==> src/rtl/device_slot_hash_probe_core_macros.svh <==
// ----------------------------------------------------------------------------
// Assertion macros for the device slot hash probe core
// Shared property wrappers, clocked on clk_i and disabled in reset.
// ----------------------------------------------------------------------------
`ifndef DEVICE_SLOT_HASH_PROBE_CORE_MACROS_SVH
`define DEVICE_SLOT_HASH_PROBE_CORE_MACROS_SVH

// Same-cycle implication.
`define DSHP_ASSERT_NOW(lbl, ante, cons, msg) \
  lbl: assert property (@(posedge clk_i) disable iff (!rst_ni) (ante) |-> (cons)) \
    else $error(msg);

// Next-cycle implication.
`define DSHP_ASSERT_NEXT(lbl, ante, cons, msg) \
  lbl: assert property (@(posedge clk_i) disable iff (!rst_ni) (ante) |=> (cons)) \
    else $error(msg);

`endif

==> src/rtl/dshp_pkg.sv <==
// ----------------------------------------------------------------------------
// dshp_pkg
// Types and constants shared by the device slot hash probe core.
// ----------------------------------------------------------------------------
package dshp_pkg;

  localparam int unsigned Slots      = 64;
  localparam int unsigned IdxW       = $clog2(Slots);
  localparam int unsigned KeyW       = 32;
  localparam int unsigned KeyShift   = 4;
  localparam int unsigned SlotFieldW = 6;
  localparam int unsigned OutDataW   = 8;
  localparam logic [KeyW-1:0] EmptyKey = '0;

  typedef logic [IdxW-1:0] slot_idx_t;
  typedef logic [KeyW-1:0] key_t;

  // Request from the probe sequencer to the key store.
  typedef struct packed {
    slot_idx_t rd_addr;
    logic      wr_en;
    slot_idx_t wr_addr;
    key_t      wr_key;
  } store_req_t;

endpackage

==> src/rtl/dshp_key_store.sv <==
// ----------------------------------------------------------------------------
// dshp_key_store
// Slot owner key memory: one write and one registered read per cycle.
// Entries never written read back as the empty key.
// ----------------------------------------------------------------------------
module dshp_key_store (
  input  logic                clk_i,
  input  logic                rst_ni,
  input  dshp_pkg::store_req_t req_i,
  output dshp_pkg::key_t      owner_o
);
  import dshp_pkg::*;

  key_t             mem_q [Slots];
  logic [Slots-1:0] valid_q;
  key_t             owner_q;

  always_ff @(posedge clk_i) begin
    if (req_i.wr_en) begin
      mem_q[req_i.wr_addr] <= req_i.wr_key;
    end
  end

  // Read data gated by the entry's valid bit.
  always_ff @(posedge clk_i) begin
    owner_q <= valid_q[req_i.rd_addr] ? mem_q[req_i.rd_addr] : EmptyKey;
  end

  always_ff @(posedge clk_i or negedge rst_ni) begin
    if (!rst_ni) begin
      valid_q <= '0;
    end else if (req_i.wr_en) begin
      valid_q[req_i.wr_addr] <= 1'b1;
    end
  end

  assign owner_o = owner_q;

endmodule

==> src/rtl/device_slot_hash_probe_core.sv <==
// ----------------------------------------------------------------------------
// device_slot_hash_probe_core
// Find-or-insert of 32-bit device keys in a linear-probed slot table.
// ----------------------------------------------------------------------------
// Each input word carries one device key. The core hashes it to a home slot
// (key >> 4, masked to the table size) and walks the table one slot per
// cycle, wrapping from the last slot to slot 0. The first slot that holds the
// key is returned; if an empty slot comes first, the key is written there and
// that slot is returned. A key of zero returns the first empty slot and
// writes nothing. After a full pass with no match and no empty slot, the
// result word has table_full set and slot_index zero. The table starts empty
// after reset and entries are never removed.
// Timing: the accept cycle issues the first read of the key memory; each
// following cycle compares one slot and reads the next until the walk ends
// after 1 to 64 slots; a finished walk waits while the output register
// holds an untaken word. The single read port of the key memory sets this
// pace. One key is in flight at a time; a new key is taken once the previous
// result sits in the output register, even if not yet taken downstream.
// ----------------------------------------------------------------------------
module device_slot_hash_probe_core (
  input  logic                   clk_i,
  input  logic                   rst_ni,
  // Input: tdata[31:0] = device_key
  input  logic                   s_axis_tvalid_i,
  output logic                   s_axis_tready_o,
  input  logic [dshp_pkg::KeyW-1:0] s_axis_tdata_i,
  // Output: tdata[5:0] = slot_index, tdata[7:6] = zero
  output logic                   m_axis_tvalid_o,
  input  logic                   m_axis_tready_i,
  output logic [dshp_pkg::OutDataW-1:0] m_axis_tdata_o,
  // Output: tuser[0] = table_full
  output logic                   m_axis_tuser_o
);
  import dshp_pkg::*;

`include "device_slot_hash_probe_core_macros.svh"

  typedef enum logic [1:0] {
    StIdle  = 2'b01,
    StProbe = 2'b10
  } state_e;

  state_e    state_q, state_d;
  key_t      key_q, key_d;
  slot_idx_t probe_q, probe_d;
  slot_idx_t cnt_q, cnt_d;

  logic                  out_valid_q, out_valid_d;
  logic [SlotFieldW-1:0] out_slot_q, out_slot_d;
  logic                  out_full_q, out_full_d;

  store_req_t req;
  key_t       owner;

  logic      in_accept;
  logic      hit_match, hit_empty, last_probe, done, can_load;
  slot_idx_t home, probe_next;

  // Home slot of the incoming key, kept inside the table by the mask.
  assign home = IdxW'((s_axis_tdata_i >> KeyShift) & KeyW'(Slots - 1));

  // Advance with wrap at the last slot.
  assign probe_next = (probe_q == IdxW'(Slots - 1)) ? '0 : probe_q + 1'b1;

  assign hit_match  = (owner == key_q);
  assign hit_empty  = (owner == EmptyKey);
  assign last_probe = (cnt_q == IdxW'(Slots - 1));
  assign done       = hit_match || hit_empty || last_probe;
  assign can_load   = !out_valid_q || m_axis_tready_i;

  assign s_axis_tready_o = (state_q == StIdle);
  assign in_accept       = s_axis_tvalid_i && s_axis_tready_o;

  always_comb begin
    state_d     = state_q;
    key_d       = key_q;
    probe_d     = probe_q;
    cnt_d       = cnt_q;
    out_valid_d = out_valid_q && !m_axis_tready_i;
    out_slot_d  = out_slot_q;
    out_full_d  = out_full_q;

    req.rd_addr = probe_q;
    req.wr_en   = 1'b0;
    req.wr_addr = probe_q;
    req.wr_key  = key_q;

    unique case (state_q)
      StIdle: begin
        // Start the first read right away at the home slot.
        req.rd_addr = home;
        if (in_accept) begin
          key_d   = s_axis_tdata_i;
          probe_d = home;
          cnt_d   = '0;
          state_d = StProbe;
        end
      end
      StProbe: begin
        if (done) begin
          // Hold the read address so the data survives an output stall.
          if (can_load) begin
            out_valid_d = 1'b1;
            out_full_d  = !(hit_match || hit_empty);
            out_slot_d  = (hit_match || hit_empty) ? SlotFieldW'(probe_q) : '0;
            // Claim the empty slot; a match (including key zero) writes nothing.
            req.wr_en   = hit_empty && !hit_match;
            state_d     = StIdle;
          end
        end else begin
          probe_d     = probe_next;
          cnt_d       = cnt_q + 1'b1;
          req.rd_addr = probe_next;
        end
      end
      default: begin
        state_d = StIdle;
      end
    endcase
  end

  always_ff @(posedge clk_i or negedge rst_ni) begin
    if (!rst_ni) begin
      state_q     <= StIdle;
      out_valid_q <= 1'b0;
    end else begin
      state_q     <= state_d;
      out_valid_q <= out_valid_d;
    end
  end

  always_ff @(posedge clk_i) begin
    key_q      <= key_d;
    probe_q    <= probe_d;
    cnt_q      <= cnt_d;
    out_slot_q <= out_slot_d;
    out_full_q <= out_full_d;
  end

  dshp_key_store u_store (
    .clk_i   (clk_i),
    .rst_ni  (rst_ni),
    .req_i   (req),
    .owner_o (owner)
  );

  assign m_axis_tvalid_o = out_valid_q;
  assign m_axis_tdata_o  = OutDataW'(out_slot_q);
  assign m_axis_tuser_o  = out_full_q;

  `DSHP_ASSERT_NEXT(a_accept_starts_walk, in_accept, (state_q == StProbe) && (cnt_q == '0), "accepted key did not start a walk at probe zero")
  `DSHP_ASSERT_NOW(a_write_only_empty, req.wr_en, (owner == EmptyKey) && (key_q != EmptyKey), "slot claimed while not empty or with the empty key")
  `DSHP_ASSERT_NOW(a_full_slot_zero, out_valid_q && out_full_q, out_slot_q == '0, "overflow result carries a nonzero slot")
  `DSHP_ASSERT_NOW(a_write_ends_walk, req.wr_en, (state_q == StProbe) && (state_d == StIdle), "slot written outside the end of a walk")

endmodule
==> config.mk <==
export PLATFORM = sky130hd
export DESIGN_NAME = device_slot_hash_probe_core
export DESIGN_NICKNAME = d
export VERILOG_FILES = /design/src/rtl/dshp_pkg.sv /design/src/rtl/dshp_key_store.sv /design/src/rtl/device_slot_hash_probe_core.sv
export VERILOG_INCLUDE_DIRS = /design/src /design/src/rtl
export SDC_FILE = /design/constraint.sdc
export NUM_CORES = 2
export LEC_CHECK = 0
export ABC_AREA = 1
export BUFFER_PORTS_ARGS = -buffer_cell sky130_fd_sc_hd__buf_2
export CAP_MARGIN = 20
export CORE_UTILIZATION = 45
export DETAILED_ROUTE_END_ITERATION = 6
export GPL_ROUTABILITY_DRIVEN = 0
export MAX_ROUTING_LAYER = met4
export PLACE_DENSITY = 0.71
export REMOVE_ABC_BUFFERS = 1
export SETUP_SLACK_MARGIN = 0.1
export SYNTH_ARGS = -nofsm -noshare
export SYNTH_HDL_FRONTEND = slang
export SYNTH_SLANG_ARGS = --single-unit
==> constraint.sdc <==
create_clock -name clk_i -period 11.4 [get_ports clk_i]
set_clock_uncertainty 0.2 [all_clocks]
set_input_delay 0.57 -clock clk_i [delete_from_list [all_inputs] [get_ports clk_i]]
set_output_delay 0.57 -clock clk_i [all_outputs]
set_load 0.005 [all_outputs]
==> impl_metrics.ini <==
[yosys]
synth_top_family_by_area = simple AND/OR/NAND/NOR gates
synth_xor_area_share_pct = 0.252
synth_compound_area_share_pct = 0.177
ys_seq_area_share_pct = 72.4
avgSynthCellArea_um2 = 12.2
ys_seq_elements = 2198
yosysUniqueCellTypes = 37
yosys_warnings = 0
yosys-mux-area-fraction_pct = 0
synth_simple_gate_area_share_pct = 23.5
syn_area_um2 = 90200
yosys.area_share.adder_pct = 0.0555
synthCells = 7417

[finish]
final_layout_size_suffix_gt1_share_pct = 8.90
final_cells = 10085
final_cell_mix = 3114 x nand3_1, 2099 x edfxtp_1, 1182 x nand2_1, 207 x clkbuf_16, 143 x buf_4
multi_input_area_um2 = 22200
final_nets = 7312
layout_commonest_cell = nand3_1
areaGrowthSynthToFinish_pct = 10.2
seq_area_um2 = 65300
fill_cells = 16561

[worst_setup_path]
cp_top_family = simple AND/OR/NAND/NOR gates
setup.worst_path.class = register to register
crit_chain = buf_4, xnor2_1, nand2_1, nor2_1, nand2_1, nor2_1, nand2_2, nand3_4, nand2_1, nand3_2, nand2_8, nand2_8, buf_12, buf_4, nand2_1, nand3_1, nand3_1, nand3_1, nand3_1, nand3_1, nand2_1, nor2_2
cp.arrival_ns = 7.11
cp-start-kind = register
path_max_fanout = 189
cp-end-kind = register
critPathSlowestCell = buf_4
critPathBufInv = 3
cp.required_ns = 11.99
cp_slowest_stage_delay_ns = 0.83

[sta]
fin_crit_ns = 6.52
period_share_pct = 57.2
tightest_slew_ns = 1.39
hold_viol = 0
holdWs_ns = 0.0608
grt_setup_unrepaired = false
drv_slew = 0
max_freq_mhz = 153
relSlewSlack_pct = 7.23
setup_viol = 0

[grt]
grt-ovfl-total = 0
grt_pass1_vias = 60379
antenna_found_initial = 9
grt_pass1_wl_um = 394000
grt.total_usage_pct = 26.9
grt_max_degree = 249

[outcome]
violations = design-rule violations
outcome = finished, violations left

[floorplanning]
die_x_um = 450
core_area_um2 = 198000
io_pins = 47
start_util_pct = 45.5
num_rows = 163
die_h_um = 450
die_area_um2 = 202000

[clocking]
tritoncts = yes
htree_num_levels = 4
cts_buffer_depth = 3
clk_latency_ns = 0.87
clock-root-buffer = clkbuf_16
post_cts_buffers = 0
cts.sink_count = 2198
cts_buffers = 202
path_clk_slew_ns = 0.06

[place]
dp_cells = 9673
dpl.hpwl_um = 124000
io_buffer_count = 44

[route]
post_drt_via_cell_ratio = 6.25
ant_nets = 0
dr_total_vias = 62992
route.detailed.drc = 6
drt_wl_total_um = 271000
drtIter0Drc = 10622
wl_per_cell_um = 26.8
dr.pass1.iters = 7

[min_path]
hold_path_class = input pin to async pin

[flow_run]
maxCapViolations = 0
kinds of logic (layout without fill, tap and decap cells):
group	count (synthesis)	count (layout)
compound gates	26	26
xor+xnor	26	26
fa+ha+maj	4	4
buf+inv	635	655
flops	2198	2198
other cells	1	9
simple gates	4527	4527
what timing repair did:
item	in CTS	in global routing
setup endpoints to repair	0	0
hold buffers	34	0
gates resized for setup	0	0
endpoints found under the hold margin	105	0
registers in the layout (all words and copies together), names as in the netlist, 2 cells and up:
signal,count
key_q,32
cnt_q,6
u_store.mem_q,2048
state_q,2
u_store.owner_o,32
probe_q,6
u_store.valid_q,64
out_slot_q,6
routing by layer:
metal / routed length (um) / track usage [%]
met5: 0 / -
met4: 15100 / 14.3
met3: 34300 / 5.62
met2: 125000 / 41.2
met1: 96800 / 33.6
through the flow:
stage	worst slack (ns)	setup TNS [ns]	area, um2	util (%)
6_report	4.88	0	99500	50.2
5_1_grt	4.48	0	99500	50.2
4_1_cts	5.02	0	99400	50.2
3_5_place_dp	5.03	0	92600	46.7
3_3_place_gp	5.15	0	92600	46.7
2_1_floorplan	-39.88	-1275.23	87200	-
layout make-up:
cell class | count | share of cell area [%]
flip-flops and latches | 2198 | 65.7
multi-input cells | 4585 | 22.3
clock buffers | 271 | 5.58
well taps | 2640 | 3.32
repair buffers | 236 | 1.96
clock inverters | 99 | 0.910
inverters | 49 | 0.198
diodes | 7 | 0.0176
synthesized netlist by cell type (all sizes together):
cell type	instances	share of area, %
a21oi	11	0.065
nand3b	1	0.0083
nand3	3116	17
nand4	4	0.028
o21ai	10	0.068
nand2	1187	4.9
dfstp	1	0.029
nor4	4	0.028
clkbuf	109	0.45
xnor2	24	0.23
edfxtp	2099	70
nor2	141	0.67
xor2	2	0.019
dfrtp	66	1.8
ha	4	0.055
or2	64	0.44
conb	1	0.0042
a41oi	1	0.0097
dfxtp	32	0.71
clkinv	2	0.0083
o221ai	1	0.0097
nor3	10	0.061
a22oi	2	0.017
buf	477	2.9
a21boi	1	0.0083
inv	47	0.20
final timing paths:
kind / cells past startpoint / startpoint / slack (ns) / to
min reg2reg: 1 / u_store.valid_q[29] / 0.27 / u_store.valid_q[29]
min in group clk_i: 4 / s_axis_tvalid_i / 0.14 / state_q[0]
max: 22 / key_q[24] / 4.88 / u_store.owner_o[16]
min: 2 / rst_ni / 0.06 / u_store.valid_q[2]
max in group asynchronous: 3 / rst_ni / 10.29 / state_q[0]
max reg2reg: 22 / key_q[24] / 4.88 / u_store.owner_o[16]
Power is left out: the tool's default activity adds up to more than one toggle a clock period on the data nets, which glitch-free logic cannot reach.
